<file path="config.mk">
export PLATFORM = sky130hd
export DESIGN_NAME = nonzero_coordinate_emitter_top
export DESIGN_NICKNAME = d
export VERILOG_FILES = /design/src/hdl/nce_pkg.sv /design/src/hdl/nonzero_coordinate_emitter_top.sv
export VERILOG_INCLUDE_DIRS = /design/src /design/src/hdl
export SDC_FILE = /design/constraint.sdc
export NUM_CORES = 1
export LEC_CHECK = 0
export ABC_AREA = 1
export BUFFER_PORTS_ARGS = -buffer_cell sky130_fd_sc_hd__buf_2
export CORE_MARGIN = 10
export CORE_UTILIZATION = 56
export DETAILED_ROUTE_END_ITERATION = 10
export GPL_ROUTABILITY_DRIVEN = 0
export PLACE_DENSITY = 0.88
export SYNTH_ARGS = -nofsm -noshare
export SYNTH_HDL_FRONTEND = slang
export SYNTH_SLANG_ARGS = --single-unit
</file>
<file path="constraint.sdc">
create_clock -name aclk -period 7.1 [get_ports aclk]
set_clock_uncertainty 0.05 [all_clocks]
set_input_delay 0.71 -clock aclk [delete_from_list [all_inputs] [get_ports aclk]]
set_output_delay 0.71 -clock aclk [all_outputs]
set_load 0.03 [all_outputs]
</file>
<file path="src/hdl/assert_macros.svh">
// Assertion macros used by the block's top-level RTL file.
// Depends on nothing; the using module must have aclk and aresetn in scope.
`ifndef ASSERT_MACROS_SVH
`define ASSERT_MACROS_SVH

// Check a property at every rising edge outside reset
`define NCE_ASSERT(lbl, prop) \
    lbl: assert property (@(posedge aclk) disable iff (!aresetn) (prop)) \
        else $error("nce assertion failed");

// Check that a condition holds in the cycle after a trigger
`define NCE_ASSERT_NEXT(lbl, ante, cons) \
    lbl: assert property (@(posedge aclk) disable iff (!aresetn) (ante) |=> (cons)) \
        else $error("nce assertion failed");

`endif

</file>
<file path="src/hdl/nce_pkg.sv">
// Types and constants of the nonzero coordinate emitter.
// No dependencies; imported by nonzero_coordinate_emitter_top and the testbench.
package nce_pkg;

    localparam int VALUE_BITS     = 32;
    localparam int CNT_BITS       = 24;
    localparam int DIM_BITS       = 3;
    localparam int OUT_COORD_BITS = 16;
    localparam int ADDR_BITS      = 27;
    localparam int SIZE_BITS      = 16;
    localparam int NUM_SIZE_REGS  = 5;
    localparam int CFG_IDX_BITS   = 3;
    localparam int CFG_DATA_BITS  = 16;

    localparam logic [CNT_BITS-1:0]   CNT_MAX        = {CNT_BITS{1'b1}};
    localparam logic [VALUE_BITS-1:0] FLOAT_MAG_MASK = 32'h7FFF_FFFF;

    // Configuration register indexes
    localparam logic [CFG_IDX_BITS-1:0] REG_DATA_IS_FLOAT = 3'd0;
    localparam logic [CFG_IDX_BITS-1:0] REG_DIM_COUNT     = 3'd1;
    localparam logic [CFG_IDX_BITS-1:0] REG_SIZE_DIM0     = 3'd2;
    localparam logic [CFG_IDX_BITS-1:0] REG_SIZE_DIM4     = 3'd6;

    // Request types
    localparam logic REQ_COUNT = 1'b0;
    localparam logic REQ_EMIT  = 1'b1;

    typedef struct packed {
        logic                  req_type;
        logic [VALUE_BITS-1:0] elem_value;
        logic                  elem_last;
    } in_word_t;

    typedef struct packed {
        logic                      is_count;
        logic [CNT_BITS-1:0]       nonzero_total;
        logic [DIM_BITS-1:0]       dim_index;
        logic [OUT_COORD_BITS-1:0] coordinate;
        logic [ADDR_BITS-1:0]      write_address;
        logic                      run_last;
    } out_word_t;

endpackage

</file>
<file path="src/hdl/nonzero_coordinate_emitter_top.sv">
// Nonzero coordinate emitter: counts nonzero elements, then emits their coordinates.
// Depends on nce_pkg and assert_macros.svh.
//
//   channel | ports                          | carries
//   s_      | s_valid s_ready s_data         | one tensor element per word
//   m_      | m_valid m_ready m_data         | count report or one coordinate
//   cfg_    | cfg_wr_en cfg_index cfg_wdata  | register writes, no read-back
//
// An element is taken every cycle unless a run of coordinates is draining.
// A nonzero emit-pass element yields one word per dimension in use (dim_count
// held to 1..MAX_DIMS), one per cycle from the run register while the m_ side
// is not stalled, and the input waits until the last of them leaves the run register.
// The first result word passes through the run register, then the result register.
// Reset (aresetn low, synchronous) clears counts, odometer and registers to defaults.
// A stalled m_ side holds its word and the run register; input stalls after that.

module nonzero_coordinate_emitter_top #(
    parameter int MAX_DIMS   = 5,
    parameter int COORD_BITS = 16
) (
    input  logic                                 aclk,
    input  logic                                 aresetn,
    input  logic                                 cfg_wr_en,
    input  logic [nce_pkg::CFG_IDX_BITS-1:0]     cfg_index,
    input  logic [nce_pkg::CFG_DATA_BITS-1:0]    cfg_wdata,
    input  logic                                 s_valid,
    output logic                                 s_ready,
    input  nce_pkg::in_word_t                    s_data,
    output logic                                 m_valid,
    input  logic                                 m_ready,
    output nce_pkg::out_word_t                   m_data
);
    import nce_pkg::*;
`include "assert_macros.svh"

    localparam int CW      = (COORD_BITS > SIZE_BITS) ? COORD_BITS : SIZE_BITS;
    localparam int SIZE_IW = $clog2(NUM_SIZE_REGS);

    // Configuration registers
    logic                 data_is_float_reg;
    logic [DIM_BITS-1:0]  dim_count_reg;
    logic [SIZE_BITS-1:0] size_dim_reg [NUM_SIZE_REGS];

    // Walk state
    logic [CNT_BITS-1:0]   nonzero_count_reg, nonzero_count_next;
    logic [CNT_BITS-1:0]   emit_index_reg, emit_index_next;
    logic                  restart_reg, restart_next;
    logic [COORD_BITS-1:0] odometer_reg [MAX_DIMS];
    logic [COORD_BITS-1:0] odometer_next [MAX_DIMS];
    logic [COORD_BITS-1:0] odometer_adv [MAX_DIMS];

    // Run register: results still to deliver for the last accepted word
    logic                  run_valid_reg, run_valid_next;
    logic                  run_is_count_reg, run_is_count_next;
    logic [CNT_BITS-1:0]   run_total_reg, run_total_next;
    logic [DIM_BITS-1:0]   run_dim_reg, run_dim_next;
    logic [DIM_BITS-1:0]   run_n_reg, run_n_next;
    logic [ADDR_BITS-1:0]  run_addr_reg, run_addr_next;
    logic [COORD_BITS-1:0] run_coord_reg [MAX_DIMS];
    logic [COORD_BITS-1:0] run_coord_next [MAX_DIMS];

    // Result register
    logic      m_valid_reg, m_valid_next;
    out_word_t m_data_reg, m_data_next;

    logic                s_accept;
    logic                out_load;
    logic                run_at_last;
    logic                nonzero;
    logic [DIM_BITS-1:0] active_n;
    logic [CNT_BITS-1:0] count_base;
    logic                has_result;
    logic                count_end_accept;
    logic                emit_end_accept;

    // Write configuration registers
    always_ff @(posedge aclk) begin
        if (!aresetn) begin
            data_is_float_reg <= 1'b0;
            dim_count_reg     <= DIM_BITS'(1);
            for (int i = 0; i < NUM_SIZE_REGS; i++) begin
                size_dim_reg[i] <= SIZE_BITS'(1);
            end
        end else if (cfg_wr_en) begin
            case (cfg_index)
                REG_DATA_IS_FLOAT: data_is_float_reg <= cfg_wdata[0];
                REG_DIM_COUNT:     dim_count_reg     <= cfg_wdata[DIM_BITS-1:0];
                default: begin
                    if (cfg_index inside {[REG_SIZE_DIM0:REG_SIZE_DIM4]}) begin
                        size_dim_reg[SIZE_IW'(cfg_index - REG_SIZE_DIM0)] <= cfg_wdata;
                    end
                end
            endcase
        end
    end

    // Clamp dimension count to 1..MAX_DIMS
    always_comb begin
        if (dim_count_reg == '0) begin
            active_n = DIM_BITS'(1);
        end else if (dim_count_reg > DIM_BITS'(MAX_DIMS)) begin
            active_n = DIM_BITS'(MAX_DIMS);
        end else begin
            active_n = dim_count_reg;
        end
    end

    // Zero test: float mode ignores the sign bit
    assign nonzero = data_is_float_reg ? ((s_data.elem_value & FLOAT_MAG_MASK) != '0)
                                       : (s_data.elem_value != '0);

    // Advance the odometer, innermost active dimension first
    always_comb begin
        logic                  carry;
        logic [COORD_BITS-1:0] inc;
        logic                  wrap;
        carry = 1'b1;
        for (int d = MAX_DIMS - 1; d >= 0; d--) begin
            inc  = odometer_reg[d] + COORD_BITS'(1);
            wrap = (CW'(inc) >= CW'(size_dim_reg[d])) || (inc == '0);
            odometer_adv[d] = odometer_reg[d];
            if (DIM_BITS'(d) < active_n && carry) begin
                if (wrap) begin
                    odometer_adv[d] = '0;
                end else begin
                    odometer_adv[d] = inc;
                    carry           = 1'b0;
                end
            end
        end
    end

    // Handshake: take a word when the run register is empty or frees up this cycle
    assign run_at_last = (run_dim_reg + DIM_BITS'(1)) == run_n_reg;
    assign out_load    = run_valid_reg && (!m_valid_reg || m_ready);
    assign s_ready     = !run_valid_reg || (out_load && run_at_last);
    assign s_accept    = s_valid && s_ready;

    assign count_base = restart_reg ? '0 : nonzero_count_reg;
    assign has_result = (s_data.req_type == REQ_COUNT) ? s_data.elem_last : nonzero;

    // Update walk state on an accepted word
    always_comb begin
        nonzero_count_next = nonzero_count_reg;
        emit_index_next    = emit_index_reg;
        restart_next       = restart_reg;
        odometer_next      = odometer_reg;
        if (s_accept) begin
            if (s_data.req_type == REQ_COUNT) begin
                nonzero_count_next = (nonzero && count_base < CNT_MAX)
                                   ? count_base + CNT_BITS'(1) : count_base;
                restart_next       = s_data.elem_last;
                emit_index_next    = '0;
                for (int d = 0; d < MAX_DIMS; d++) odometer_next[d] = '0;
            end else begin
                if (nonzero && emit_index_reg < CNT_MAX) begin
                    emit_index_next = emit_index_reg + CNT_BITS'(1);
                end
                if (s_data.elem_last) begin
                    emit_index_next = '0;
                    for (int d = 0; d < MAX_DIMS; d++) odometer_next[d] = '0;
                end else begin
                    odometer_next = odometer_adv;
                end
            end
        end
    end

    // Load, step or drop the run register
    always_comb begin
        run_valid_next    = run_valid_reg;
        run_is_count_next = run_is_count_reg;
        run_total_next    = run_total_reg;
        run_dim_next      = run_dim_reg;
        run_n_next        = run_n_reg;
        run_addr_next     = run_addr_reg;
        run_coord_next    = run_coord_reg;
        if (out_load) begin
            if (run_at_last) begin
                run_valid_next = 1'b0;
            end else begin
                run_dim_next  = run_dim_reg + DIM_BITS'(1);
                run_addr_next = run_addr_reg + ADDR_BITS'(run_total_reg);
                for (int d = 0; d < MAX_DIMS - 1; d++) run_coord_next[d] = run_coord_reg[d+1];
                run_coord_next[MAX_DIMS-1] = '0;
            end
        end
        if (s_accept && has_result) begin
            run_valid_next = 1'b1;
            run_dim_next   = '0;
            if (s_data.req_type == REQ_COUNT) begin
                run_is_count_next = 1'b1;
                run_total_next    = nonzero_count_next;
                run_n_next        = DIM_BITS'(1);
                run_addr_next     = '0;
                for (int d = 0; d < MAX_DIMS; d++) run_coord_next[d] = '0;
            end else begin
                run_is_count_next = 1'b0;
                run_total_next    = nonzero_count_reg;
                run_n_next        = active_n;
                run_addr_next     = ADDR_BITS'(emit_index_reg);
                run_coord_next    = odometer_reg;
            end
        end
    end

    // Fill the result register from the head of the run
    always_comb begin
        m_valid_next = m_valid_reg;
        m_data_next  = m_data_reg;
        if (out_load) begin
            m_valid_next               = 1'b1;
            m_data_next.is_count       = run_is_count_reg;
            m_data_next.nonzero_total  = run_total_reg;
            m_data_next.dim_index      = run_dim_reg;
            m_data_next.coordinate     = OUT_COORD_BITS'(run_coord_reg[0]);
            m_data_next.write_address  = run_addr_reg;
            m_data_next.run_last       = run_at_last;
        end else if (m_ready) begin
            m_valid_next = 1'b0;
        end
    end

    // Control state
    always_ff @(posedge aclk) begin
        if (!aresetn) begin
            nonzero_count_reg <= '0;
            emit_index_reg    <= '0;
            restart_reg       <= 1'b0;
            for (int d = 0; d < MAX_DIMS; d++) odometer_reg[d] <= '0;
            run_valid_reg     <= 1'b0;
            m_valid_reg       <= 1'b0;
        end else begin
            nonzero_count_reg <= nonzero_count_next;
            emit_index_reg    <= emit_index_next;
            restart_reg       <= restart_next;
            odometer_reg      <= odometer_next;
            run_valid_reg     <= run_valid_next;
            m_valid_reg       <= m_valid_next;
        end
    end

    // Payload registers
    always_ff @(posedge aclk) begin
        run_is_count_reg <= run_is_count_next;
        run_total_reg    <= run_total_next;
        run_dim_reg      <= run_dim_next;
        run_n_reg        <= run_n_next;
        run_addr_reg     <= run_addr_next;
        run_coord_reg    <= run_coord_next;
        m_data_reg       <= m_data_next;
    end

    assign m_valid = m_valid_reg;
    assign m_data  = m_data_reg;

    // Checks
    assign count_end_accept = s_accept && s_data.req_type == REQ_COUNT && s_data.elem_last;
    assign emit_end_accept  = s_accept && s_data.req_type == REQ_EMIT && s_data.elem_last;

    `NCE_ASSERT(a_run_dim_in_range, !run_valid_reg || (run_dim_reg < run_n_reg))
    `NCE_ASSERT(a_count_word_single, !(m_valid_reg && m_data_reg.is_count) || m_data_reg.run_last)
    `NCE_ASSERT_NEXT(a_restart_after_count_end, count_end_accept, restart_reg)
    `NCE_ASSERT_NEXT(a_emit_end_clears_walk, emit_end_accept, emit_index_reg == '0)

endmodule

</file>
* Yosys cells after proc, flatten, opt, wreduce, memory -nomap -nowiden
Memory sizes are Yosys's and may differ from the RTL's. Index checks and enable logic that the tools add are counted.
Storage, ports and cells: flip-flop bits (word level) 345, bits in writable memories 80, input port bits 58, memories kept 1
Memory list:
- size_dim_reg | words 5, bits a word 16, rd ports 5, clocked after Yosys merged registers in 0, wr ports 5, RTL line nonzero_coordinate_emitter_top.sv:42 | logic [SIZE_BITS-1:0] size_dim_reg [NUM_SIZE_REGS];
Operators by class: eq/ne operators 9, $add $sub $neg 10, bitwise gates (word level) 2, reduce and logical (&&, ||, !) cells 46, $lt $le $gt $ge 15, multiplexer cells 55
Operators with widths (count):
- $mux W80 | 6
- $mux W24 | 9
- $mux W16 | 11
- $mux W27 | 3
- $add A16 B1 Y16 const B | 5
- $ge A16 B16 Y1 | 5
- $logic_not A16 Y1 | 5
- $reduce_bool A32 Y1 | 2
- $add A24 B1 Y24 const B | 2
- $lt A24 B24 Y1 const B | 2
- $add A27 B24 Y27 | 1
- $reduce_and A2 Y1 | 12
- $mux W1 | 23
- $ne A3 B2 Y1 const B | 6
- $reduce_or A16 Y1 | 1
- $logic_and A1 B1 Y1 | 11
- $mux W3 | 3
- $logic_or A1 B1 Y1 | 7
- $logic_not A3 Y1 | 2
- $lt A1 B3 Y1 const A | 2
- $lt A2 B3 Y1 const A | 2
- $reduce_bool A2 Y1 | 3
- $add A3 B1 Y3 const B | 1
- $eq A3 B1 Y1 const B | 1
- other kinds (10) | 12

* Depth between registers and ports, before layout
depth in word-level cells 15, depth in mapped cells 24, mapped depth without buffers 23

* Worst setup path before layout
No wires, ideal clock.
path kind input to register, start point input port m_ready, end point register run_addr_reg[0], enable pin, setup slack -359 ps, stages on the path 6, arrival 6940 ps, path buffers 0, data required time 6581 ps, setup time 469 ps, cell sequence inv_1 -> nand2_1 -> inv_1 -> nor2_1 -> nand2_1 -> nand2_1
Between the ends: cells in the longest elaborated chain, start to end 8
RTL lines:
- start: declaration | RTL line nonzero_coordinate_emitter_top.sv:30 | input logic m_ready,
- $logic_or A1 B1 Y1 (*) | RTL line nonzero_coordinate_emitter_top.sv:135 | assign out_load = run_valid_reg && (!m_valid_reg || m_ready);
- $logic_and A1 B1 Y1 (*) | RTL line nonzero_coordinate_emitter_top.sv:135
- $logic_and A1 B1 Y1 | RTL line nonzero_coordinate_emitter_top.sv:136 | assign s_ready = !run_valid_reg || (out_load && run_at_last);
- $logic_or A1 B1 Y1 | RTL line nonzero_coordinate_emitter_top.sv:136
- $logic_and A1 B1 Y1 | RTL line nonzero_coordinate_emitter_top.sv:137 | assign s_accept = s_valid && s_ready;
- $logic_and A1 B1 Y1 | RTL line nonzero_coordinate_emitter_top.sv:188 | if (s_accept && has_result) begin
- $ne A2 B1 Y1 (no line) / $reduce_bool A2 Y1 (equally long branches)
- $reduce_and A2 Y1 (no line) (*)
- end signal: assignment | RTL line nonzero_coordinate_emitter_top.sv:249 | run_addr_reg <= run_addr_next;
- end: declaration | RTL line nonzero_coordinate_emitter_top.sv:58 | logic [ADDR_BITS-1:0] run_addr_reg, run_addr_next;
Mark *: on every way between the ends. The rest lies on a longest branch, timed or not. A chain may end at the register's enable or synchronous reset.

* Worst setup path after layout
start point register run_dim_reg[0], end point register run_addr_reg[15], enable pin
Between the ends: cells in the longest elaborated chain, start to end 8
RTL lines:
- start: declaration | RTL line nonzero_coordinate_emitter_top.sv:56 | logic [DIM_BITS-1:0] run_dim_reg, run_dim_next;
- start signal: assignment | RTL line nonzero_coordinate_emitter_top.sv:247 | run_dim_reg <= run_dim_next;
- $add A3 B1 Y3 (*) | RTL line nonzero_coordinate_emitter_top.sv:134 | assign run_at_last = (run_dim_reg + DIM_BITS'(1)) == run_n_reg;
- $eq A3 B3 Y1 (*) | RTL line nonzero_coordinate_emitter_top.sv:134
- $logic_and A1 B1 Y1 | RTL line nonzero_coordinate_emitter_top.sv:136
- $logic_or A1 B1 Y1 | RTL line nonzero_coordinate_emitter_top.sv:136
- $logic_and A1 B1 Y1 | RTL line nonzero_coordinate_emitter_top.sv:137
- $logic_and A1 B1 Y1 | RTL line nonzero_coordinate_emitter_top.sv:188
- $ne A2 B1 Y1 (no line) / $reduce_bool A2 Y1 (equally long branches)
- $reduce_and A2 Y1 (no line) (*)
Marked as above.

==> impl_metrics.yaml <==
run_status:
  status: "completed"
drt:
  viasPerCell: 5.80
  routedWlPerCell_um: 17.8
  vias: 20200
  drt-met1-wl_mm: 23.7
  wirelength_mm: 62.2
  drcViolationCount: 0
  dr.max_layer_used: "met5"
  antenna_left: 0
  drt-initial-drc-count: 2619
  first_pass_iters: 6
  wl_met2_mm: 29.8
  dr_wl_met3_mm: 5.99
sta:
  rsz0062_at_grt: "false"
  slew_viol_final: 0
  finalHoldViolations: 0
  period_share: 0.644
  worstMarginPinSlew_ns: 1.18
  finalSetupTns_ns: 0
  finalCriticalPeriod_ns: 4.57
  finalSetupViolCount: 0
  relSlewSlack: 0.207
  max_freq_mhz: 219
cts:
  insertion_delay_ns: 0.59
  cts.sinks: 425
  ctsResizeCount: 0
  h-tree-depth: 2
  clk_root_buffer_cell: "clkbuf_16"
  ctsLongestPathBuffers: 3
  numCtsBuffers: 44
  cts_hold_buf: 0
  clk_pin_slew_ns: 0.06
  post_cts_buffers: 0
  cts_tree: "yes"
layout:
  fin_cells: 3483
  area_growth_pct: 10.5
  utilization: 0.626
  drive_above_1_share: 0.100
  final_area_um2: 25600
  fin_nets: 3088
grt:
  grt_pass1_vias: 19100
  grt_pass1_wl_mm: 98.1
  grt_use_total: 0.239
  grt-ovfl-total: 0
  antenna_found_initial: 2
  grt_max_degree: 83
logic_synthesis:
  synth_area_um2: 23200
  synth-main-ff-cell: "edfxtp_1"
  synth_area_per_cell_um2: 8.27
  ys_top_cells_by_area: "edfxtp_1, dfxtp_1, nand2_1"
  async_reset_ff_frac: 0
  synth_seq_cells: 425
  synth_edf_count: 287
  syn_inst: 2804
  yosys.area.top_type: "edfxtp_1"
  yosys_warnings: 0
  synthDominantCellAreaShare: 0.372
  ys_seq_area_frac: 0.491
  syn_nets: 2978
  yosysUniqueCellTypes: 56
die:
  io_pins: 132
  core_um2: 40900
  die_height_um: 224
  die_w_um: 224
  start_util: 0.567
  die-area_um2: 50000
  rows: 74
placed_design:
  io_buffers: 131
  dp_cells: 3400
  dp_hpwl_mm: 45.8
  placed_area_um2: 24200
setup_path:
  cp-endpoint: "run_addr_reg[15]"
  path_max_fanout: 81
  required_ns: 7.31
  r2r_end: "run_addr_reg[15]"
  cp-end-kind: "register"
  reg2reg_setup_slack_ns: 2.53
  critPathArrivalTime_ns: 4.78
  timing.critical_path.slowest_stage_cell: "nand2_4"
  rr_worst_depth: 13
  cp_cell_sequence: "ha_1 > or2_0 > a21oi_1 > nand2_1 > o21ai_4 > nand2_4 > inv_2 > nand2_2 > nand2_2 > buf_4 > inv_2 > nand2_4 > buf_4"
  max_stage_delay_ns: 0.77
  r2r_start: "run_dim_reg[0]"
  cp-start-kind: "register"
  critical_path_class: "reg -> reg"
  critPathLaunch: "run_dim_reg[0]"
power_and_ir_drop:
  ir_worst_vdd_mv: 0.182
  leakagePower_nw: 10.9
  total_power_mw: 6.80
  power_density_nw_per_um2: 265
worst_hold_path:
  hp-class: "reg -> reg"
job:
  max-cap-violations: 0
-- worst min-delay path by stage --
stage | depth (start not counted) | startpoint | endpoint
floorplan | 0 | run_coord_reg[64] | m_data[28]
global placement | 0 | run_coord_reg[77] | m_data[41]
detailed placement | 0 | run_coord_reg[79] | m_data[43]
CTS | 0 | run_coord_reg[79] | m_data[43]
global route | 0 | run_coord_reg[67] | m_data[31]
finish | 0 | run_coord_reg[75] | m_data[39]
-- routing by layer --
metal | track usage | up-vias
met5 | 0 | -
met4 | 0.105 | 2
met3 | 0.0379 | 200
met2 | 0.402 | 1188
met1 | 0.299 | 9294
li1 | - | 9525
-- critical path, delay by kind of cell, from the launching register on --
kind / cells / cell delay, ns
fa+ha+maj: 1 / 0.29
simple gates: 6 / 1.59
compound gates: 2 / 0.37
flops: 1 / 0.41
buf+inv: 4 / 1.48
-- cells in the mapped netlist, types with 6 or more instances --
cell        n
a21o_1      7
a21oi_1   173
a21oi_2    13
a22o_1     10
buf_2      27
buf_6       8
clkbuf_1   36
dfxtp_1   138
edfxtp_1  287
ha_1      115
inv_1     358
inv_2       6
nand2_1   700
nand2_2    21
nand3_1   138
nand4_1    64
nor2_1    333
nor2_2      9
nor2_4      8
nor3_1     56
nor4_1     16
o21a_1      9
o21ai_0   130
o21ai_1     8
o22ai_1    10
or2_2       7
xnor2_1    14
xor2_1     44
-- layout by cell type, fill, tap and decap left out, types with 8 or more instances in the layout --
cell type  Yosys  routed
nand2_1      700     698
inv_1        358     357
nor2_1       333     331
edfxtp_1     287     287
a21oi_1      173     173
nand3_1      138     138
dfxtp_1      138     138
buf_2         27     131
o21ai_0      130     130
ha_1         115     115
nand4_1       64      64
nor3_1        56      56
xor2_1        44      44
clkbuf_16      0      44
nand2_2       21      22
nor4_1        16      16
xnor2_1       14      14
a21oi_2       13      13
clkinv_1       2      11
clkinv_2       0      11
nor2_2         9      10
o22ai_1       10      10
a22o_1        10      10
buf_4          2      10
nor2_4         8       9
o21a_1         9       9
o21ai_1        8       8
-- report_power, final --
part	switching [mW]	internal, mW	total (mW)
Sequential	0.170	3.03	3.20
Clock	0.986	1.28	2.27
Combinational	0.924	0.404	1.33
Total	2.08	4.72	6.80
-- cells by family (layout without fill, tap and decap cells) --
group / Yosys count / in the layout / share of synthesized area
buffers and inverters: 445 / 591 / 0.0767
AO/OA/AOI/OAI: 387 / 387 / 0.0935
AND/OR/NAND/NOR: 1373 / 1373 / 0.254
flip-flops: 425 / 425 / 0.491
other: 0 / 1 / 0
adder cells (fa/ha/maj): 116 / 116 / 0.0629
XOR/XNOR: 58 / 58 / 0.0219
-- layout make-up --
| cell class | count | area (µm²) |
|---|---|---|
| diodes | 1 | 2.50 |
| multi-input cells | 1934 | 10100 |
| inverters | 368 | 1390 |
| clock inverters | 29 | 253 |
| clock buffers | 53 | 1150 |
| well taps | 532 | 666 |
| repair buffers | 141 | 731 |
| fillers | 3220 | 15300 |
| flip-flops and latches | 425 | 11400 |
-- stage by stage --
step           worst slack (ns)  hold slack [ns]
6_report                   2.53            0.371
5_1_grt                    2.21            0.393
3_3_place_gp               2.74            0.354
4_1_cts                    2.56            0.373
3_5_place_dp               2.61            0.359
2_1_floorplan              1.03            0.350
Power figures use the tool's default switching activity.
